--- src/rtl/core/assert_macros.svh ---
// Assertion helper macros shared by the RTL files that carry checks.
// No dependencies; included by file name where needed.
`ifndef ASSERT_MACROS_SVH
`define ASSERT_MACROS_SVH

// Same-cycle implication, disabled while reset is asserted.
`define TAC_ASSERT_IMPL(label, clk, rstn, ante, cons) \
    label: assert property (@(posedge clk) disable iff (!rstn) (ante) |-> (cons)) \
        else $error("tac assertion failed");

// Next-cycle implication, disabled while reset is asserted.
`define TAC_ASSERT_NEXT(label, clk, rstn, ante, cons) \
    label: assert property (@(posedge clk) disable iff (!rstn) (ante) |=> (cons)) \
        else $error("tac assertion failed");

`endif

--- src/rtl/core/tac_ram.sv ---
// Generic simple dual-port RAM: one write port, one read port, registered read.
// No dependencies.
module tac_ram #(
    parameter int WIDTH = 8,
    parameter int DEPTH = 16,
    localparam int ADDR_W = (DEPTH > 1) ? $clog2(DEPTH) : 1
) (
    input  logic              clk,
    input  logic              wr_en,
    input  logic [ADDR_W-1:0] wr_addr,
    input  logic [WIDTH-1:0]  wr_data,
    input  logic [ADDR_W-1:0] rd_addr,
    output logic [WIDTH-1:0]  rd_data
);

    logic [WIDTH-1:0] mem [DEPTH];
    logic [WIDTH-1:0] rd_data_reg;

    always_ff @(posedge clk) begin
        if (wr_en) begin
            mem[wr_addr] <= wr_data;
        end
        rd_data_reg <= mem[rd_addr];
    end

    assign rd_data = rd_data_reg;

endmodule

--- config.mk ---
export PLATFORM = sky130hd
export DESIGN_NAME = tac_ram
export DESIGN_NICKNAME = d
export VERILOG_FILES = /design/src/rtl/core/assert_macros.svh /design/src/rtl/core/tac_ram.sv
export SDC_FILE = /design/constraint.sdc
export NUM_CORES = 1
export LEC_CHECK = 0
export CAP_MARGIN = 20
export CORE_ASPECT_RATIO = 0.6
export CORE_UTILIZATION = 33
export CTS_CLUSTER_DIAMETER = 120
export DETAILED_ROUTE_END_ITERATION = 6
export DONT_BUFFER_PORTS = 1
export GPL_TIMING_DRIVEN = 0
export PLACE_DENSITY = 0.47
export SLEW_MARGIN = 20
export SYNTH_ARGS = -nofsm -noshare
export SYNTH_HDL_FRONTEND = slang
export SYNTH_SLANG_ARGS = --single-unit
--- constraint.sdc ---
create_clock -name clk -period 2.45 [get_ports clk]
set_input_delay 0.49 -clock clk [delete_from_list [all_inputs] [get_ports clk]]
set_output_delay 0.49 -clock clk [all_outputs]
set_load 0.02 [all_outputs]
Yosys cells after proc, flatten, opt, wreduce, memory -nomap -nowiden. Memory sizes are Yosys's and may differ from the RTL's. A register that Yosys moved wholly into a read port is not among the register bits. Cells that the tools add are included.

Output and inout bits: 8. Memories: 1. Register bits: 0. Word-level logic and storage cells: 3. RAM bits: 128.

Memories: mem (words 16, bits a word 8, rd ports 1, clocked after Yosys merged registers in 1, write ports 1, line tac_ram.sv:16) `logic [WIDTH-1:0] mem [DEPTH];`.

Muxes and demuxes: 2.

Operators by type and width (number): $mux 1 (2).

Depth between registers and ports, before layout. Gate-level depths: netlist of the first run.

Depth in word-level cells: 2. Gate-level depth with buffers: 5.

Worst setup path before layout of the first run. OpenSTA, ideal clock, no wires.

Path type: in2reg. From: input wr_addr[2]. To: memory mem[0][0] (enable). Setup slack: 467 ps. Required time: 2067 ps. Library setup time: 383 ps. Stages on the path: 2. Arrival time: 1600 ps. Cell sequence: or3b_2 > nor3_1.

RTL lines: start: declaration (line tac_ram.sv:10) `input logic [ADDR_W-1:0] wr_addr,`; end: declaration (line tac_ram.sv:16).

No word-level cell before the write port.

Worst setup path in the final report of the first run.
From: input wr_addr[2]. To: memory mem[3][4] (enable).

No word-level cell before the write port.

==> results of run 1 <==
power by group through the flow:
stage               sequential [mW]  combinational [mW]  clock, mW
CTS                            2.64               0.188       2.26
detailed placement             2.69               0.188          0
finish                         2.64               0.186       2.23
global route                   2.64               0.200       2.37
floorplan                      2.68               0.132          0
global placement               2.69               0.188          0
worst max path at each step:
| stage | from | endpoint | depth (start not counted) | slack (ns) |
|---|---|---|---|---|
| floorplan | wr_addr[2] | mem[0][0]$_DFFE_PP_ | 2 | 0.47 |
| CTS | wr_addr[2] | mem[3][4]$_DFFE_PP_ | 2 | 0.67 |
| detailed placement | wr_addr[2] | mem[3][3]$_DFFE_PP_ | 2 | 0.25 |
| finish | wr_addr[2] | mem[3][4]$_DFFE_PP_ | 2 | 0.70 |
| global route | wr_addr[2] | mem[3][3]$_DFFE_PP_ | 2 | 0.56 |
| global placement | wr_addr[2] | mem[0][7]$_DFFE_PP_ | 2 | -0.07 |
cell families (layout without fill, tap and decap cells):
kind of cell | Yosys count | after routing | synth area share
mux | 32 | 32 | 0.150
flops | 136 | 136 | 0.778
buf+inv | 10 | 42 | 0.0168
simple gates | 35 | 35 | 0.0318
compound gates | 16 | 16 | 0.0233
routing by layer:
| metal | routed length, um | part of all wire | up-vias | track usage |
|---|---|---|---|---|
| li1 | - | - | 1012 | - |
| met1 | 5480 | 0.50 | 1215 | 0.232 |
| met2 | 4680 | 0.43 | 53 | 0.198 |
| met3 | 636 | 0.058 | 11 | 0.0345 |
| met4 | 101 | 0.0093 | 0 | 0.0539 |
| met5 | 0 | 0 | - | 0 |
cells in the final DEF (no fill, tap or decap), drive strengths merged:
master,n
nor3,4
a22oi,16
clkinv,8
clkinvlp,2
clkdlybuf4s25,3
clkbuf,22
nand2,9
nor2b,1
mux4,32
dfxtp,8
nand2b,2
or3b,1
buf,7
and2b,1
nand3b,2
nor2,13
nand3,1
edfxtp,128
and2,1
metrics by stage:
stage,hold WS (ns),total power [mW],utilization,cells,instance area [um2]
5_1_grt,0.156,5.21,0.399,459,5930
2_1_floorplan,0.589,2.81,-,229,5150
6_report,0.177,5.05,0.399,459,5930
3_5_place_dp,0.590,2.87,0.365,427,5420
3_3_place_gp,0.590,2.87,0.363,427,5400
4_1_cts,0.166,5.09,0.399,459,5930
cell type report:
class,count,area [um2]
clock inverter,10,57.6
fill,1304,8920
tap,198,248
multi-input combinational,83,1080
sequential,136,4000
buffer,10,86.3
clock buffer,22,454
==> flow_results.xml, run 1 <==
<?xml version="1.0" encoding="UTF-8"?>
<metrics>
  <group name="run">
    <metric name="drv.max_cap_violation_count" unit="">0</metric>
  </group>
  <group name="detailed_routing">
    <metric name="antenna_violating_nets_remaining" unit="">0</metric>
    <metric name="viasPerCell" unit="">4.99</metric>
    <metric name="routed_length_per_placed_instance" unit="um">23.7</metric>
    <metric name="route.final.wire_length" unit="um">10900</metric>
    <metric name="drt_iter0_drc" unit="">210</metric>
    <metric name="route.vias.total" unit="">2291</metric>
    <metric name="drt_drc_violations_left" unit="">0</metric>
    <metric name="firstDrtPassIters" unit="">4</metric>
  </group>
  <group name="pwr">
    <metric name="power.sequential.fraction" unit="">0.522</metric>
    <metric name="peakVddDrop" unit="mV">0.362</metric>
    <metric name="power_frac_comb" unit="">0.037</metric>
    <metric name="cell_internal_pwr" unit="mW">3.99</metric>
    <metric name="power.static_leakage" unit="nW">1.90</metric>
    <metric name="total_switching_power" unit="mW">1.06</metric>
    <metric name="power_switching_share" unit="">0.209</metric>
    <metric name="power.clock.fraction" unit="">0.441</metric>
    <metric name="cellPowerDensity" unit="mW/mm2">852</metric>
  </group>
  <group name="floorplan">
    <metric name="fp.coreArea" unit="mm2">0.0148</metric>
    <metric name="count_of_standard_cell_rows" unit="">34</metric>
    <metric name="die_h" unit="um">98.7</metric>
    <metric name="design.die.area" unit="mm2">0.0161</metric>
    <metric name="die_w" unit="um">163</metric>
    <metric name="num_io_pins" unit="">26</metric>
    <metric name="start_util" unit="">0.347</metric>
  </group>
  <group name="cells_and_area">
    <metric name="largest_register_ffs" unit="">128</metric>
    <metric name="design.final.nets" unit="">266</metric>
    <metric name="final_layout_size_suffix_gt1_frac" unit="">0.230</metric>
    <metric name="area.growth.synth_to_final" unit="%">15.1</metric>
    <metric name="antennaDiodeCount" unit="">0</metric>
  </group>
  <group name="setup_path">
    <metric name="path_max_fanout" unit="">8</metric>
    <metric name="crit_family" unit="">simple AND/OR/NAND/NOR gates</metric>
    <metric name="crit-reg2reg-launch" unit="">mem[9][2]$_DFFE_PP_</metric>
    <metric name="crit-reg2reg-capture" unit="">rd_data[2]$_DFF_P_</metric>
    <metric name="endpoint_kind" unit="">flop</metric>
    <metric name="critical_path.max_stage_delay" unit="ns">0.75</metric>
    <metric name="worstPathArrival" unit="ns">1.77</metric>
    <metric name="critPathKind" unit="">in -&gt; reg</metric>
    <metric name="list_of_cells_traversed_by_the_critical_path" unit="">or3b_2, nor2_1</metric>
    <metric name="worst_r2r_path_depth" unit="">3</metric>
    <metric name="regToRegSetupSlack" unit="ns">1.00</metric>
    <metric name="worstPathRequired" unit="ns">2.47</metric>
    <metric name="setup.worst_path.start_class" unit="">primary input</metric>
    <metric name="slowest_stage" unit="">sky130_fd_sc_hd__nor2_1</metric>
    <metric name="timing.critical_path.buf_inv" unit="">0</metric>
  </group>
  <group name="synth">
    <metric name="synth_edf_count" unit="">128</metric>
    <metric name="synth_top_cells_by_area" unit="">sky130_fd_sc_hd__edfxtp_1 (75%), sky130_fd_sc_hd__mux4_2 (7.9%), sky130_fd_sc_hd__mux4_1 (7.1%)</metric>
    <metric name="synth.cells.most_frequent" unit="">sky130_fd_sc_hd__edfxtp_1 (128), sky130_fd_sc_hd__mux4_2 (18), sky130_fd_sc_hd__a22oi_1 (16)</metric>
    <metric name="yosys.area.top_type" unit="">sky130_fd_sc_hd__edfxtp_1</metric>
    <metric name="mappedNetlistNets" unit="">247</metric>
    <metric name="synth_sequential_area_ratio" unit="">0.778</metric>
    <metric name="synthFlopType" unit="">sky130_fd_sc_hd__edfxtp_1</metric>
    <metric name="synthesis.yosys.warnings" unit="">0</metric>
    <metric name="yosys.cell_count.top_type" unit="">sky130_fd_sc_hd__edfxtp_1</metric>
    <metric name="yosysTopAreaCellShare" unit="">0.747</metric>
    <metric name="number_of_storage_elements_in_the_synthesis_netlist" unit="">136</metric>
    <metric name="yosys_cell_types" unit="">19</metric>
    <metric name="postSynthAreaPerCell" unit="um2">22.5</metric>
    <metric name="synth_area" unit="mm2">0.00515</metric>
    <metric name="synthesis.instances" unit="">229</metric>
    <metric name="ys_async_sr_fraction" unit="">0</metric>
  </group>
  <group name="clock_network">
    <metric name="htreeDepth" unit="">4</metric>
    <metric name="tritoncts_sink_count" unit="">136</metric>
    <metric name="tritoncts.num_buffers" unit="">17</metric>
    <metric name="worst_setup_hold_path_clk_slew" unit="ns">0.06</metric>
    <metric name="cts_hold_buf" unit="">0</metric>
    <metric name="clock_path_buffers" unit="">2</metric>
    <metric name="worstSkewPairLatency" unit="ns">0.41</metric>
    <metric name="resized_gates_after_cts" unit="">0</metric>
    <metric name="cts_tree" unit="">done</metric>
    <metric name="cts_setup_buffers" unit="">0</metric>
    <metric name="cts_root_buffer" unit="">sky130_fd_sc_hd__clkbuf_16</metric>
  </group>
  <group name="timing">
    <metric name="worst_margin_pin_slew" unit="ns">0.955</metric>
    <metric name="final_hold_viol_count" unit="">0</metric>
    <metric name="grt_setup_unrepaired" unit="">false</metric>
    <metric name="slew_violations" unit="">0</metric>
    <metric name="finalSetupViolCount" unit="">0</metric>
    <metric name="timing.final.ws_setup" unit="ns">0.702</metric>
    <metric name="final.min_clock_period" unit="ns">1.75</metric>
    <metric name="share_of_the_clock_period_used_by_the_worst_path" unit="">0.714</metric>
    <metric name="maxSlewHeadroom" unit="">0.361</metric>
    <metric name="finalSetupTns" unit="ns">0</metric>
    <metric name="timing.clock.skew" unit="ns">0.00792</metric>
    <metric name="max_clock_freq" unit="MHz">572</metric>
  </group>
  <group name="worst_hold_path">
    <metric name="hold_end" unit="">mem[13][5]$_DFFE_PP_</metric>
    <metric name="instance_count_along_the_most_critical_hold_path" unit="">0</metric>
    <metric name="holdCritStartpoint" unit="">wr_data[5]</metric>
    <metric name="min_path_type" unit="">in -&gt; reg</metric>
  </group>
  <group name="global_routing">
    <metric name="globalRouteTotalUtil" unit="">0.149</metric>
    <metric name="via_count_of_the_first_global_routing_pass" unit="">2331</metric>
    <metric name="antenna_violations_before_repair" unit="">0</metric>
    <metric name="grt_overflow_total" unit="">0</metric>
    <metric name="grt_first_pass_wirelength" unit="um">16200</metric>
    <metric name="largest_net_degree_at_the_start_of_global_routing" unit="">17</metric>
  </group>
  <group name="place">
    <metric name="hpwlAfterDp" unit="um">7140</metric>
    <metric name="pre_cts_slack" unit="ns">0.249</metric>
    <metric name="buffer_ports.inserted" unit="">0</metric>
    <metric name="final_weighted_congestion_in_routability_driven_placement" unit="">0.725</metric>
  </group>
  <group name="run_status">
    <metric name="result_of_the_run" unit="">finished clean</metric>
  </group>
</metrics>
Note: power is estimated with default switching activity, not from simulation.
==> run 2: changes to the inputs <==
--- a/config.mk
+++ b/config.mk
@@ -12,7 +12,7 @@
 export DETAILED_ROUTE_END_ITERATION = 6
 export DONT_BUFFER_PORTS = 1
 export GPL_TIMING_DRIVEN = 0
-export PLACE_DENSITY = 0.47
+export PLACE_DENSITY = 0.48
 export SLEW_MARGIN = 20
 export SYNTH_ARGS = -nofsm -noshare
 export SYNTH_HDL_FRONTEND = slang
==> constraint.sdc (replaced) <==
create_clock -name clk -period 1.6 [get_ports clk]
set_input_delay 0.32 -clock clk [delete_from_list [all_inputs] [get_ports clk]]
set_output_delay 0.32 -clock clk [all_outputs]
set_load 0.02 [all_outputs]
==> run 2 against run 1 <==
Final cell count is 3.9% higher. Via count is 5.2% higher. Die area stayed put. Sequential share of layout area is 3.4 points lower. Combinational power is 110% higher. Non-clock buffer count is 18 higher. Clock power is 90% higher. Count of clock-buffer cells in the layout is 2 lower. Critical path type unchanged. Largest power group is now clock.
==> flow_results.xml, run 2 (synthesis results as in run 1) <==
<?xml version="1.0" encoding="UTF-8"?>
<metrics>
  <group name="global_routing">
    <metric name="globalRouteTotalUtil" unit="">0.165</metric>
    <metric name="grt_first_pass_wirelength" unit="um">17300</metric>
    <metric name="grt_overflow_total" unit="">0</metric>
    <metric name="grt_busiest_layer" unit="">met1</metric>
    <metric name="antenna_violations_before_repair" unit="">2</metric>
    <metric name="met3_layer_usage_reported_by_global_route" unit="">0.0362</metric>
    <metric name="largest_net_degree_at_the_start_of_global_routing" unit="">17</metric>
    <metric name="grt_use_met2" unit="">0.209</metric>
    <metric name="gr-usage-met1" unit="">0.273</metric>
    <metric name="via_count_of_the_first_global_routing_pass" unit="">2393</metric>
  </group>
  <group name="timing">
    <metric name="grt_setup_unrepaired" unit="">false</metric>
    <metric name="slew_violations" unit="">0</metric>
    <metric name="finalSetupViolCount" unit="">0</metric>
    <metric name="maxSlewHeadroom" unit="">0.387</metric>
    <metric name="max_clock_freq" unit="MHz">677</metric>
    <metric name="final.min_clock_period" unit="ns">1.48</metric>
    <metric name="worst_margin_pin_slew" unit="ns">0.916</metric>
    <metric name="timing.clock.skew" unit="ns">0.00925</metric>
    <metric name="final_hold_viol_count" unit="">0</metric>
    <metric name="share_of_the_clock_period_used_by_the_worst_path" unit="">0.924</metric>
  </group>
  <group name="setup_path">
    <metric name="worstPathArrival" unit="ns">1.51</metric>
    <metric name="regToRegSetupSlack" unit="ns">0.16</metric>
    <metric name="crit_family" unit="">simple AND/OR/NAND/NOR gates</metric>
    <metric name="setup.worst_path.start_class" unit="">primary input</metric>
    <metric name="critPathKind" unit="">in -&gt; reg</metric>
    <metric name="path_max_fanout" unit="">8</metric>
    <metric name="slowest_stage" unit="">sky130_fd_sc_hd__nor2_1</metric>
    <metric name="critical_path.max_stage_delay" unit="ns">0.68</metric>
    <metric name="worstPathRequired" unit="ns">1.63</metric>
    <metric name="crit-reg2reg-launch" unit="">mem[0][1]$_DFFE_PP_</metric>
    <metric name="endpoint_kind" unit="">flop</metric>
    <metric name="timing.critical_path.buf_inv" unit="">0</metric>
    <metric name="worst_r2r_path_depth" unit="">3</metric>
    <metric name="list_of_cells_traversed_by_the_critical_path" unit="">or3b_2, nor2_1</metric>
    <metric name="crit-reg2reg-capture" unit="">rd_data[1]$_DFF_P_</metric>
  </group>
  <group name="cells_and_area">
    <metric name="final_common_cell" unit="">sky130_fd_sc_hd__edfxtp_1</metric>
    <metric name="area.sequential" unit="mm2">0.00400</metric>
    <metric name="largest_register_ffs" unit="">128</metric>
    <metric name="layout.cells.most_common_list" unit="">sky130_fd_sc_hd__edfxtp_1 (128), sky130_fd_sc_hd__mux4_2 (18), sky130_fd_sc_hd__dlygate4sd3_1 (18), sky130_fd_sc_hd__clkbuf_16 (17), sky130_fd_sc_hd__a22oi_1 (16)</metric>
    <metric name="final.fill_count" unit="">1296</metric>
    <metric name="antennaDiodeCount" unit="">0</metric>
    <metric name="final_layout_size_suffix_gt1_frac" unit="">0.229</metric>
    <metric name="combined_area_of_the_multi_input_logic_cells" unit="mm2">0.00108</metric>
    <metric name="area.growth.synth_to_final" unit="%">21.2</metric>
    <metric name="design.final.nets" unit="">284</metric>
    <metric name="final_core_density" unit="">0.420</metric>
  </group>
  <group name="run">
    <metric name="drv.max_cap_violation_count" unit="">0</metric>
  </group>
  <group name="clock_network">
    <metric name="htreeDepth" unit="">4</metric>
    <metric name="worstSkewPairLatency" unit="ns">0.41</metric>
    <metric name="cts_hold_buf" unit="">17</metric>
    <metric name="cts_setup_buffers" unit="">0</metric>
    <metric name="cts_root_buffer" unit="">sky130_fd_sc_hd__clkbuf_16</metric>
    <metric name="worst_setup_hold_path_clk_slew" unit="ns">0.06</metric>
    <metric name="cts_tree" unit="">done</metric>
    <metric name="resized_gates_after_cts" unit="">0</metric>
    <metric name="tritoncts.num_buffers" unit="">17</metric>
    <metric name="tritoncts_sink_count" unit="">136</metric>
    <metric name="clock_path_buffers" unit="">2</metric>
  </group>
  <group name="place">
    <metric name="final_weighted_congestion_in_routability_driven_placement" unit="">0.745</metric>
    <metric name="buffer_ports.inserted" unit="">0</metric>
    <metric name="hpwlAfterDp" unit="um">7330</metric>
  </group>
  <group name="pwr">
    <metric name="power.static_leakage" unit="nW">2.03</metric>
    <metric name="cellPowerDensity" unit="mW/mm2">1390</metric>
    <metric name="peakVddDrop" unit="mV">0.673</metric>
    <metric name="power" unit="mW">8.67</metric>
  </group>
  <group name="run_status">
    <metric name="result_of_the_run" unit="">finished clean</metric>
  </group>
  <group name="detailed_routing">
    <metric name="drt_iter0_drc" unit="">296</metric>
    <metric name="antenna_violating_nets_remaining" unit="">0</metric>
    <metric name="viasPerCell" unit="">5.05</metric>
    <metric name="firstDrtPassIters" unit="">5</metric>
    <metric name="route.final.wire_length" unit="um">12300</metric>
    <metric name="route.vias.total" unit="">2410</metric>
    <metric name="routed_length_per_placed_instance" unit="um">25.8</metric>
    <metric name="drt_drc_violations_left" unit="">0</metric>
  </group>
  <group name="worst_hold_path">
    <metric name="holdCritStartpoint" unit="">wr_addr[0]</metric>
    <metric name="min_path_type" unit="">in -&gt; reg</metric>
    <metric name="instance_count_along_the_most_critical_hold_path" unit="">1</metric>
    <metric name="hold_end" unit="">mem[12][5]$_DFFE_PP_</metric>
  </group>
  <group name="floorplan">
    <metric name="die_h" unit="um">98.7</metric>
    <metric name="start_util" unit="">0.347</metric>
    <metric name="num_io_pins" unit="">26</metric>
    <metric name="die_w" unit="um">163</metric>
    <metric name="fp.coreArea" unit="mm2">0.0148</metric>
    <metric name="count_of_standard_cell_rows" unit="">34</metric>
    <metric name="design.die.area" unit="mm2">0.0161</metric>
  </group>
</metrics>
-- run 2: cell types whose count changed in the layout (fill, tap and decap cells not counted), moves of 2 or more --
cell | previous run | this run
sky130_fd_sc_hd__dlygate4sd3_1 | 0 | 18
sky130_fd_sc_hd__clkinv_2 | 6 | 0
sky130_fd_sc_hd__clkinv_4 | 1 | 3
sky130_fd_sc_hd__bufinv_16 | 0 | 4
sky130_fd_sc_hd__inv_6 | 0 | 4
sky130_fd_sc_hd__clkbuf_1 | 4 | 1
-- run 2: stage by stage --
step	setup slack (ns)	instances	instance area (um2)	setup TNS, ns	hold slack (ns)
floorplan	0.0139	229	5150	0	0.419
global placement	-0.480	427	5400	-20.64	0.420
detailed placement	-0.363	427	5420	-13.97	0.420
CTS	0.0683	476	6230	0	0.0000663
global route	0.0715	477	6240	0	0.181
finish	0.122	477	6240	0	0.187
-- run 2: power by group --
| group | switching [mW] | internal [mW] | total (mW) |
|---|---|---|---|
| Combinational | 0.234 | 0.160 | 0.395 |
| Sequential | 0.0523 | 3.98 | 4.04 |
| Clock | 1.52 | 2.72 | 4.24 |
| Total | 1.81 | 6.87 | 8.67 |
-- run 2: worst register-to-register path, cell delays in order, from the launching register on --
cell and delay (ns):
sky130_fd_sc_hd__edfxtp_1 0.36, sky130_fd_sc_hd__mux4_1 0.55, sky130_fd_sc_hd__a22oi_1 0.27, sky130_fd_sc_hd__nand2_1 0.13
-- run 2: final cells by class --
type	count	area share
clock buffer	20	0.0732
clock inverter	12	0.0303
multi-input combinational	83	0.173
tap	198	0.0397
timing repair buffer	18	0.0289
sequential	136	0.642
buffer	10	0.0138
-- run 2: worst max path at each step --
stage          cells past startpoint             endpoint  startpoint
2_1_floorplan                      2  mem[3][0]$_DFFE_PP_  wr_addr[2]
3_3_place_gp                       2  mem[8][1]$_DFFE_PP_  wr_addr[2]
3_5_place_dp                       2  mem[1][1]$_DFFE_PP_  wr_addr[2]
4_1_cts                            2  mem[1][5]$_DFFE_PP_  wr_addr[2]
5_1_grt                            2  mem[2][5]$_DFFE_PP_  wr_addr[2]
6_report                           2  mem[1][2]$_DFFE_PP_  wr_addr[2]
-- run 2: per-layer routing --
metal / up-vias / part of all wire
li1: 1053 / -
met1: 1250 / 0.51
met2: 97 / 0.41
met3: 10 / 0.079
met4: 0 / 0.0066
met5: - / 0
